File: config.mk
export PLATFORM = sky130hd
export DESIGN_NAME = multicart_bank_mapper_irq_top
export DESIGN_NICKNAME = d
export VERILOG_FILES = /design/src/hdl/mbm_pkg.sv /design/src/hdl/mbm_regs.sv /design/src/hdl/mbm_decode.sv /design/src/hdl/multicart_bank_mapper_irq_top.sv
export SDC_FILE = /design/constraint.sdc
export NUM_CORES = 1
export LEC_CHECK = 0
export BUFFER_PORTS_ARGS = -buffer_cell sky130_fd_sc_hd__buf_4
export CAP_MARGIN = 40
export CORE_ASPECT_RATIO = 1.25
export CORE_MARGIN = 3
export CORE_UTILIZATION = 51
export CTS_CLUSTER_SIZE = 8
export DETAILED_ROUTE_END_ITERATION = 8
export MAX_ROUTING_LAYER = met4
export PLACE_DENSITY = 0.73
export SLEW_MARGIN = 20
export SYNTH_ARGS = -nofsm -noshare
export SYNTH_HDL_FRONTEND = slang
export SYNTH_SLANG_ARGS = --single-unit
File: constraint.sdc
create_clock -name clk -period 4.2 [get_ports clk]
set_input_delay 0.84 -clock clk [delete_from_list [all_inputs] [get_ports clk]]
set_output_delay 0.84 -clock clk [all_outputs]
set_load 0.005 [all_outputs]
File: src/hdl/mbm_pkg.sv
package mbm_pkg;

	localparam logic [7:0] PRG_COUNT_RESET = 8'd32;
	localparam int CHR_W = 9;
	localparam int CHR_HALF_W = 4 * CHR_W;
	localparam int PRG_W = 6;

	// configuration register indexes
	localparam logic [7:0] CFG_PRG_COUNT   = 8'd0;
	localparam logic [7:0] CFG_FOUR_SCREEN = 8'd1;

	// write decode
	localparam logic [15:0] ADDR_MASK       = 16'hE001;
	localparam logic [15:0] ADDR_LOW_LIMIT  = 16'h6000;
	localparam logic [15:0] REG_BANK_SELECT = 16'h8000;
	localparam logic [15:0] REG_BANK_DATA   = 16'h8001;
	localparam logic [15:0] REG_MIRROR      = 16'hA000;
	localparam logic [15:0] REG_SRAM_CTRL   = 16'hA001;
	localparam logic [15:0] REG_IRQ_COUNT   = 16'hC000;
	localparam logic [15:0] REG_IRQ_RELOAD  = 16'hC001;
	localparam logic [15:0] REG_IRQ_DISABLE = 16'hE000;

	// bank data targets selected by bank_command[2:0]
	localparam logic [2:0] SEL_CHR_2K_0 = 3'd0;
	localparam logic [2:0] SEL_CHR_2K_1 = 3'd1;
	localparam logic [2:0] SEL_CHR_1K_0 = 3'd2;
	localparam logic [2:0] SEL_CHR_1K_1 = 3'd3;
	localparam logic [2:0] SEL_CHR_1K_2 = 3'd4;
	localparam logic [2:0] SEL_CHR_1K_3 = 3'd5;
	localparam logic [2:0] SEL_PRG_0    = 3'd6;
	localparam logic [2:0] SEL_PRG_1    = 3'd7;

	localparam logic [1:0] MIRR_VERTICAL   = 2'd0;
	localparam logic [1:0] MIRR_HORIZONTAL = 2'd1;
	localparam logic [1:0] MIRR_FOUR       = 2'd2;

	typedef struct packed {
		logic        cmd;
		logic [15:0] address;
		logic [7:0]  value;
		logic        in_vblank;
	} item_t;

	typedef struct packed {
		logic [7:0]      bank_command;
		logic [7:0]      outer_block;
		logic [7:0]      sram_control;
		logic [1:0][7:0] prg_regs;
		logic [5:0][7:0] chr_regs;
		logic            irq_enabled;
		logic [7:0]      irq_counter;
		logic [7:0]      irq_reload;
		logic            mirror_horizontal;
	} map_state_t;

	typedef struct packed {
		logic [3:0][PRG_W-1:0] prg;
		logic [CHR_HALF_W-1:0] chr_lower;
		logic [CHR_HALF_W-1:0] chr_upper;
		logic [1:0]            mirroring;
	} result_t;

endpackage

File: src/hdl/mbm_regs.sv
module mbm_regs (
	input  logic                clk,
	input  logic                arst_n,
	input  logic                fire,
	input  mbm_pkg::item_t      item,
	input  logic                four_screen,
	output mbm_pkg::map_state_t state_nxt,
	output logic                irq_nxt
);
	import mbm_pkg::*;

	map_state_t state_q;

	always_comb begin
		state_nxt = state_q;
		irq_nxt = 1'b0;
		if (item.cmd) begin
			if (!item.in_vblank && state_q.irq_enabled) begin
				if (state_q.irq_counter == 8'd0) begin
					state_nxt.irq_counter = state_q.irq_reload;
					irq_nxt = 1'b1;
				end else begin
					state_nxt.irq_counter = state_q.irq_counter - 8'd1;
				end
			end
		end else if (item.address >= ADDR_LOW_LIMIT) begin
			if (!item.address[15]) begin
				if (state_q.sram_control[7])
					state_nxt.outer_block = item.value;
			end else begin
				unique case (item.address & ADDR_MASK)
					REG_BANK_SELECT: state_nxt.bank_command = item.value;
					REG_BANK_DATA: begin
						unique case (state_q.bank_command[2:0])
							SEL_CHR_2K_0: state_nxt.chr_regs[0] = {item.value[7:1], 1'b0};
							SEL_CHR_2K_1: state_nxt.chr_regs[1] = {item.value[7:1], 1'b0};
							SEL_CHR_1K_0: state_nxt.chr_regs[2] = item.value;
							SEL_CHR_1K_1: state_nxt.chr_regs[3] = item.value;
							SEL_CHR_1K_2: state_nxt.chr_regs[4] = item.value;
							SEL_CHR_1K_3: state_nxt.chr_regs[5] = item.value;
							SEL_PRG_0:    state_nxt.prg_regs[0] = item.value;
							SEL_PRG_1:    state_nxt.prg_regs[1] = item.value;
							default:      state_nxt.prg_regs[1] = item.value;
						endcase
					end
					REG_MIRROR: begin
						if (!four_screen)
							state_nxt.mirror_horizontal = item.value[0];
					end
					REG_SRAM_CTRL:   state_nxt.sram_control = item.value;
					REG_IRQ_COUNT:   state_nxt.irq_counter = item.value;
					REG_IRQ_RELOAD:  state_nxt.irq_reload = item.value;
					REG_IRQ_DISABLE: state_nxt.irq_enabled = 1'b0;
					default:         state_nxt.irq_enabled = 1'b1;
				endcase
			end
		end
	end

	always_ff @(posedge clk or negedge arst_n) begin
		if (!arst_n) begin
			state_q.bank_command <= '0;
			state_q.outer_block <= '0;
			state_q.sram_control <= '0;
			state_q.prg_regs[0] <= 8'd0;
			state_q.prg_regs[1] <= 8'd1;
			state_q.chr_regs[0] <= 8'd0;
			state_q.chr_regs[1] <= 8'd2;
			state_q.chr_regs[2] <= 8'd4;
			state_q.chr_regs[3] <= 8'd5;
			state_q.chr_regs[4] <= 8'd6;
			state_q.chr_regs[5] <= 8'd7;
			state_q.irq_enabled <= 1'b0;
			state_q.irq_counter <= '0;
			state_q.irq_reload <= '0;
			state_q.mirror_horizontal <= 1'b0;
		end else if (fire) begin
			state_q <= state_nxt;
		end
	end

endmodule

File: src/hdl/mbm_decode.sv
module mbm_decode (
	input  mbm_pkg::map_state_t state,
	input  logic [7:0]          prg_count,
	input  logic                four_screen,
	output mbm_pkg::result_t    result
);
	import mbm_pkg::*;

	logic [3:0]       last_bank;
	logic [1:0]       outer_hi;
	logic [PRG_W-1:0] v0;
	logic [PRG_W-1:0] v1;
	logic [PRG_W-1:0] fixed;
	logic [PRG_W-1:0] base;
	logic [5:0][CHR_W-1:0] c;
	logic [CHR_HALF_W-1:0] pairs;
	logic [CHR_HALF_W-1:0] singles;

	always_comb begin
		// last 8KB bank is 2*count-1, modulo 16
		last_bank = {prg_count[2:0], 1'b0} - 4'd1;
		outer_hi = state.outer_block[7:6];
		v0 = {outer_hi, state.prg_regs[0][3:0]};
		v1 = {outer_hi, state.prg_regs[1][3:0]};
		fixed = {outer_hi, last_bank[3:1], 1'b0};
		base = {1'b0, state.outer_block[6:4], 2'b00};

		if (state.outer_block[0]) begin
			result.prg[0] = state.bank_command[6] ? fixed : v0;
			result.prg[2] = state.bank_command[6] ? v0 : fixed;
			result.prg[1] = v1;
			result.prg[3] = {outer_hi, last_bank};
		end else begin
			result.prg[0] = base;
			result.prg[1] = base | PRG_W'(1);
			result.prg[2] = base | PRG_W'(2);
			result.prg[3] = base | PRG_W'(3);
		end

		for (int i = 0; i < 6; i++)
			c[i] = {1'b0, state.chr_regs[i]} | {outer_hi, 7'd0};
		pairs = {CHR_W'(c[1] + CHR_W'(1)), c[1], CHR_W'(c[0] + CHR_W'(1)), c[0]};
		singles = {c[5], c[4], c[3], c[2]};
		result.chr_lower = state.bank_command[7] ? singles : pairs;
		result.chr_upper = state.bank_command[7] ? pairs : singles;

		if (four_screen)
			result.mirroring = MIRR_FOUR;
		else if (state.mirror_horizontal)
			result.mirroring = MIRR_HORIZONTAL;
		else
			result.mirroring = MIRR_VERTICAL;
	end

endmodule

File: src/hdl/multicart_bank_mapper_irq_top.sv
// Multicart bank mapper with scanline IRQ counter.
//
// Input channel (in_valid / in_stall): one transaction is either a CPU write
// (cmd = 0, address, value) or a scanline tick (cmd = 1, in_vblank).
// Output channel (out_valid / out_stall): exactly one result per input
// transaction, in order: the four 8KB PRG banks, the eight 1KB CHR banks
// (two packed halves of 9-bit slots), the mirroring mode and an IRQ pulse.
// The result reflects the mapper state after that transaction.
//
// One transaction per cycle is sustained while out_stall is low. The input
// register feeds the register update and bank decode logic, which load the
// output register.
// While out_stall holds a waiting result, one more transaction is taken into
// the input register, then in_stall rises until the output drains.
//
// Configuration (cfg_valid / cfg_ready, cfg_index, cfg_data) is always ready:
// index 0 is the 16KB PRG bank count, index 1 the four-screen flag; other
// indexes are ignored. Reset empties both stages and restores all mapper
// registers and configuration to their power-on values.
module multicart_bank_mapper_irq_top (
	input  logic                           clk,
	input  logic                           arst_n,
	input  logic                           in_valid,
	output logic                           in_stall,
	input  logic                           cmd,
	input  logic [15:0]                    address,
	input  logic [7:0]                     value,
	input  logic                           in_vblank,
	output logic                           out_valid,
	input  logic                           out_stall,
	output logic [mbm_pkg::PRG_W-1:0]      prg_bank_8000,
	output logic [mbm_pkg::PRG_W-1:0]      prg_bank_a000,
	output logic [mbm_pkg::PRG_W-1:0]      prg_bank_c000,
	output logic [mbm_pkg::PRG_W-1:0]      prg_bank_e000,
	output logic [mbm_pkg::CHR_HALF_W-1:0] chr_banks_lower,
	output logic [mbm_pkg::CHR_HALF_W-1:0] chr_banks_upper,
	output logic [1:0]                     mirroring,
	output logic                           irq_request,
	input  logic                           cfg_valid,
	output logic                           cfg_ready,
	input  logic [7:0]                     cfg_index,
	input  logic [7:0]                     cfg_data
);
	import mbm_pkg::*;

	logic       valid_s1;
	item_t      item_s1;
	logic       valid_s2;
	result_t    res_s2;
	logic       irq_s2;
	logic [7:0] prg_count_q;
	logic       four_screen_q;

	logic       advance;
	logic       fire;
	map_state_t state_nxt;
	logic       irq_nxt;
	result_t    res_nxt;

	assign advance = !valid_s2 || !out_stall;
	assign fire = valid_s1 && advance;
	assign in_stall = valid_s1 && !advance;
	assign cfg_ready = 1'b1;

	always_ff @(posedge clk or negedge arst_n) begin
		if (!arst_n) begin
			prg_count_q <= PRG_COUNT_RESET;
			four_screen_q <= 1'b0;
		end else if (cfg_valid) begin
			if (cfg_index == CFG_PRG_COUNT)
				prg_count_q <= cfg_data;
			else if (cfg_index == CFG_FOUR_SCREEN)
				four_screen_q <= cfg_data[0];
		end
	end

	always_ff @(posedge clk or negedge arst_n) begin
		if (!arst_n) begin
			valid_s1 <= 1'b0;
			valid_s2 <= 1'b0;
		end else begin
			if (!in_stall)
				valid_s1 <= in_valid;
			if (advance)
				valid_s2 <= valid_s1;
		end
	end

	always_ff @(posedge clk) begin
		if (in_valid && !in_stall)
			item_s1 <= '{cmd: cmd, address: address, value: value, in_vblank: in_vblank};
		if (fire) begin
			res_s2 <= res_nxt;
			irq_s2 <= irq_nxt;
		end
	end

	mbm_regs u_regs (
		.clk        (clk),
		.arst_n     (arst_n),
		.fire       (fire),
		.item       (item_s1),
		.four_screen(four_screen_q),
		.state_nxt  (state_nxt),
		.irq_nxt    (irq_nxt)
	);

	mbm_decode u_decode (
		.state      (state_nxt),
		.prg_count  (prg_count_q),
		.four_screen(four_screen_q),
		.result     (res_nxt)
	);

	assign out_valid = valid_s2;
	assign prg_bank_8000 = res_s2.prg[0];
	assign prg_bank_a000 = res_s2.prg[1];
	assign prg_bank_c000 = res_s2.prg[2];
	assign prg_bank_e000 = res_s2.prg[3];
	assign chr_banks_lower = res_s2.chr_lower;
	assign chr_banks_upper = res_s2.chr_upper;
	assign mirroring = res_s2.mirroring;
	assign irq_request = irq_s2;

endmodule

# After elaboration in Yosys (flattened, before gate mapping)
# Cells that the tools add are included.
dict set report totals {
  inputBits 47
  elab_cells 136
  output_inout_bits 102
  ff_bits 237
}
dict set report op_classes {
  bitwise 11
  addsub 4
  eq_ne 16
  reduce_logical 30
  muxes 33
  order_cmp 1
}
# cell count
set ops {}
lappend ops {{2-to-1 mux 8 bit} 18}
lappend ops {{2-to-1 mux 106 bit} 1}
lappend ops {{2-to-1 mux 90 bit} 1}
lappend ops {{2-to-1 mux 89 bit} 1}
lappend ops {{2-to-1 mux 36 bit} 2}
lappend ops {{2-to-1 mux 64 bit} 1}
lappend ops {{OR 8 x 9 -> 9 bit} 6}
lappend ops {{AND reduction 5 bit} 6}
lappend ops {{equality test 4 bit (second input constant)} 7}
lappend ops {{2-to-1 mux 22 bit} 1}
lappend ops {{adder 9 x 1 -> 9 bit (second input constant)} 2}
lappend ops {{greater-or-equal comparator 16 x 15 -> 1 bit (second input constant)} 1}
lappend ops {{zero test 8 bit} 2}
lappend ops {{equality test 3 bit (second input constant)} 4}
lappend ops {{AND reduction 6 bit} 2}
lappend ops {{equality test 8 x 1 -> 1 bit (second input constant)} 1}
lappend ops {{2-to-1 mux 4 bit} 2}
lappend ops {{subtractor 8 x 1 -> 8 bit (second input constant)} 1}
lappend ops {{equality test 3 x 2 -> 1 bit (second input constant)} 2}
lappend ops {{AND reduction 2 bit} 3}
lappend ops {{nonzero test 2 bit} 3}
lappend ops {{OR reduction 6 bit} 1}
lappend ops {{zero test 1 bit} 5}
lappend ops {{2-to-1 mux 1 bit} 5}
lappend ops {{10 further kinds} 17}

# Logic depth before layout (Yosys ltp)
dict set report depth {
  ltp_word 9
  depth_mapped 12
  depth_no_buf 10
}

# Hierarchy
# From an unflattened synthesis, not the netlist that was laid out.
dict set report unflattened {
  hier_cells 857
  area_unflattened_um2 11511.0
}
# module instances area_each_um2 seq_area_each_um2 cells_per_inst
set modules_own_cells {}
lappend modules_own_cells {mbm_regs 1 5871.9 2665.1 478}
lappend modules_own_cells {multicart_bank_mapper_irq_top 1 4225.3 4030.1 158}
lappend modules_own_cells {mbm_decode 1 1413.9 0.0 221}

# Worst setup path before layout
# Ideal clock, no wire load.
dict set report synth_timing {
  path_kind {input to register}
  from {input port out_stall}
  to {register u_regs.state_q[2] (netlist bit)}
  path_stages 5
  path_buffers 0
  required_ps 4075
  arrival_ps 4455
  setup_ps 125
  setup_slack_ps -381
  cell_sequence {nand2_1 nand2_1 clkinv_1 nand4_1 mux2_2}
}
dict set report synth_between {
  elab_chain_len 4
}
# item line
set synth_lines {}
lappend synth_lines {{start: declaration} multicart_bank_mapper_irq_top.sv:30} ;# input logic out_stall,
lappend synth_lines {{zero test 1 bit} multicart_bank_mapper_irq_top.sv:60} ;# assign advance = !valid_s2 || !out_stall;
lappend synth_lines {{logical OR 1 bit} multicart_bank_mapper_irq_top.sv:60}
lappend synth_lines {{logical AND 1 bit} multicart_bank_mapper_irq_top.sv:61} ;# assign fire = valid_s1 && advance;
lappend synth_lines {{named net fire} multicart_bank_mapper_irq_top.sv:55} ;# logic fire;
lappend synth_lines {{AND reduction 5 bit (no source line)} n/a}
lappend synth_lines {{end signal: assignment} mbm_regs.sv:78} ;# state_q <= state_nxt;
lappend synth_lines {{end: declaration} mbm_regs.sv:12} ;# map_state_t state_q;
# The timed path passes the listed nets, and every way through them passes these cells.
# A chain may end at the register's enable or synchronous reset.

==> flow_summary.ini <==
[sta]
postLayoutSetupSlackWorst_ns = 0.831
finalClockSkew_ns = 0.00593
fmax_mhz = 297
min_period_over_period = 0.802
finalSetupTns_ns = 0
hold_viol_final = 0
rsz0062_at_grt = false
slew_viol_final = 0
worst_slew_pin_slew_ns = 0.855
setup_viol = 0
slew_headroom = 0.426
period_needed_ns = 3.37

[worst_setup_path]
r2r_setup_slack_ns = 0.83
crit_required_ns = 4.37
r2r_cells = 9
r2r-start = item_s1[25]
worst-path-max-fanout = 16
cp.arrival_ns = 3.54
start_kind = flip-flop
cp_slowest_cell = edfxtp_1
cpLargestDelayFamily = simple AND/OR/NAND/NOR gates
path_class = flip-flop to flip-flop
cp_common_cell = mux2i_1
rr_endpoint = chr_banks_lower[33]
max_stage_delay_ns = 0.63
cp_cell_sequence = or3b_1, or4_4, and2_1, ha_1, and3_1, nand3_1, xnor2_1, mux2i_1, mux2i_1
path_buf_inv = 0
cp-end-kind = flip-flop

[yosys]
synthFlopType = edfxtp_1
synth.most_common_cell = edfxtp_1
syn_inst = 797
synthArstFlopShare = 0.469
avgSynthCellArea_um2 = 11.9
synth_warnings = 0
synth_edf_count = 103
netlist.area_leader.share = 0.326
synthTopCellsByArea = edfxtp_1 (33%), dfrtp_1 (21%), mux2_2 (8.1%)
yosys.area.top_type = edfxtp_1
syn_area_um2 = 9500
yosysUniqueCellTypes = 66
yosys-top-cells-count = edfxtp_1 (103), dfrtp_1 (81), mux2_2 (68), nand2_1 (68), mux2i_1 (52)
ys_seq_area_frac = 0.567
ys_seq_elements = 194

[grt]
grt_usage = 0.222
grt_pass1_wl_um = 34300
gr-total-overflow = 0
grt_pass1_vias = 6538
grt_max_degree = 53
grt_antenna_before_repair = 0

[clock_tree]
cts_root_buf = clkbuf_16
cts_hold_buf = 0
cts-root-to-sink-buffers = 2
cts_buffers = 17
htreeDepth = 4
clk_latency_ns = 0.43
clock_sinks = 194
clkTransAtPathRegs_ns = 0.07
ctsResizeCount = 0
cts_setup_buffers = 0
cts_tree = done

[finish]
n_antenna_cell = 0
drive_above_1_share = 0.305
syn_to_final_growth_pct = 18.7
final_net_count = 965
fin_cells = 1154

[drt]
firstDrtPassIters = 5
post_drt_wl_per_cell_um = 18.6
drc = 0
finalWirelength_um = 21500
vias = 6683
first_iter_violations = 562
detail-route-antenna-nets = 0
viasPerCell = 5.79

[die]
pin_count = 149
die_w_um = 128
start_util = 0.523
rows = 55
die_area_um2 = 20300
core-area_um2 = 18200
die_h_um = 159

[power]
powerDensity_nw_per_um2 = 476
leakagePower_uw = 0.00485
peakVddDrop_v = 0.000260

[placed_design]
place_ws_ns = 0.825
hpwlAfterDp_um = 14800
place_congestion = 0.913
io_buffer_count = 129
placed_cells = 1121

[status]
status = finished, final reports clean

[run]
maxCapViolations = 0

[min_path]
min_path_type = primary input to async pin
cell type report:
type | instances | area (µm²)
multi-input cells | 519 | 3730
clock buffers | 18 | 439
well taps | 228 | 285
inverters | 28 | 106
repair buffers | 153 | 1170
clock inverters | 14 | 159
fillers | 1474 | 6900
flip-flops and latches | 194 | 5380
worst max-delay path by stage:
stage                     endpoint  cells past startpoint  slack, ns         from
2_1_floorplan    u_regs.state_q[2]                      5       0.94    out_stall
3_3_place_gp     u_regs.state_q[4]                      6       0.90    out_stall
3_5_place_dp     u_regs.state_q[6]                      6       0.82    out_stall
4_1_cts        chr_banks_upper[33]                      9       0.85  item_s1[25]
5_1_grt        chr_banks_lower[35]                     11       0.70  item_s1[25]
6_report       chr_banks_lower[33]                      9       0.83  item_s1[25]
stage by stage:
stage / hold slack, ns / power (µW) / utilization / instance area [µm²]
5_1_grt: 0.365 / 5640 / 0.620 / 11300
3_5_place_dp: 0.469 / 3750 / 0.587 / 10700
4_1_cts: 0.348 / 5390 / 0.620 / 11300
6_report: 0.336 / 5360 / 0.620 / 11300
3_3_place_gp: 0.462 / 3700 / 0.585 / 10600
2_1_floorplan: 0.442 / 3270 / - / 9500
placed cells by master (no fill, tap or decap), types with 10 or more instances in the layout:
| cell | count |
|---|---|
| a21oi_1 | 28 |
| buf_4 | 149 |
| clkbuf_16 | 17 |
| dfrtp_1 | 81 |
| dfstp_2 | 10 |
| edfxtp_1 | 103 |
| inv_1 | 26 |
| mux2_2 | 68 |
| mux2i_1 | 52 |
| nand2_1 | 67 |
| nand3_1 | 21 |
| nor2_1 | 41 |
| nor3_1 | 14 |
| o211ai_1 | 10 |
| o21ai_0 | 44 |
| xnor2_1 | 15 |
power by group:
group	leakage [µW]	total, µW	switching (µW)	internal, µW
Clock	0.000293	1650	703	950
Combinational	0.00240	1210	632	576
Sequential	0.00217	2500	178	2330
logic make-up after synthesis:
logic type | count (synthesis) | share of synthesized area
simple gates | 220 | 0.120
flops | 194 | 0.567
compound gates | 150 | 0.108
mux | 121 | 0.137
buf+inv | 85 | 0.0414
xor+xnor | 21 | 0.0194
fa+ha+maj | 5 | 0.00659
other cells | 1 | 0.000395
sequential cells by signal, summed over array words and instances, names as in the netlist:
register,cells
u_regs.state_q,85
irq_request,1
four_screen_q,1
prg_bank_8000,6
mirroring,2
chr_banks_upper,34
chr_banks_lower,35
valid_s1,1
prg_bank_e000,3
prg_count_q,3
prg_bank_c000,4
out_valid,1
prg_bank_a000,4
item_s1,14
per-layer routing:
| layer | vias to the layer above | track usage | part of all wire |
|---|---|---|---|
| li1 | 3170 | - | - |
| met5 | - | - | 0 |
| met3 | 38 | 0.0369 | 0.069 |
| met4 | 0 | 0.0824 | 0.024 |
| met2 | 270 | 0.359 | 0.49 |
| met1 | 3205 | 0.284 | 0.42 |
(Power assumes the default switching activity.)
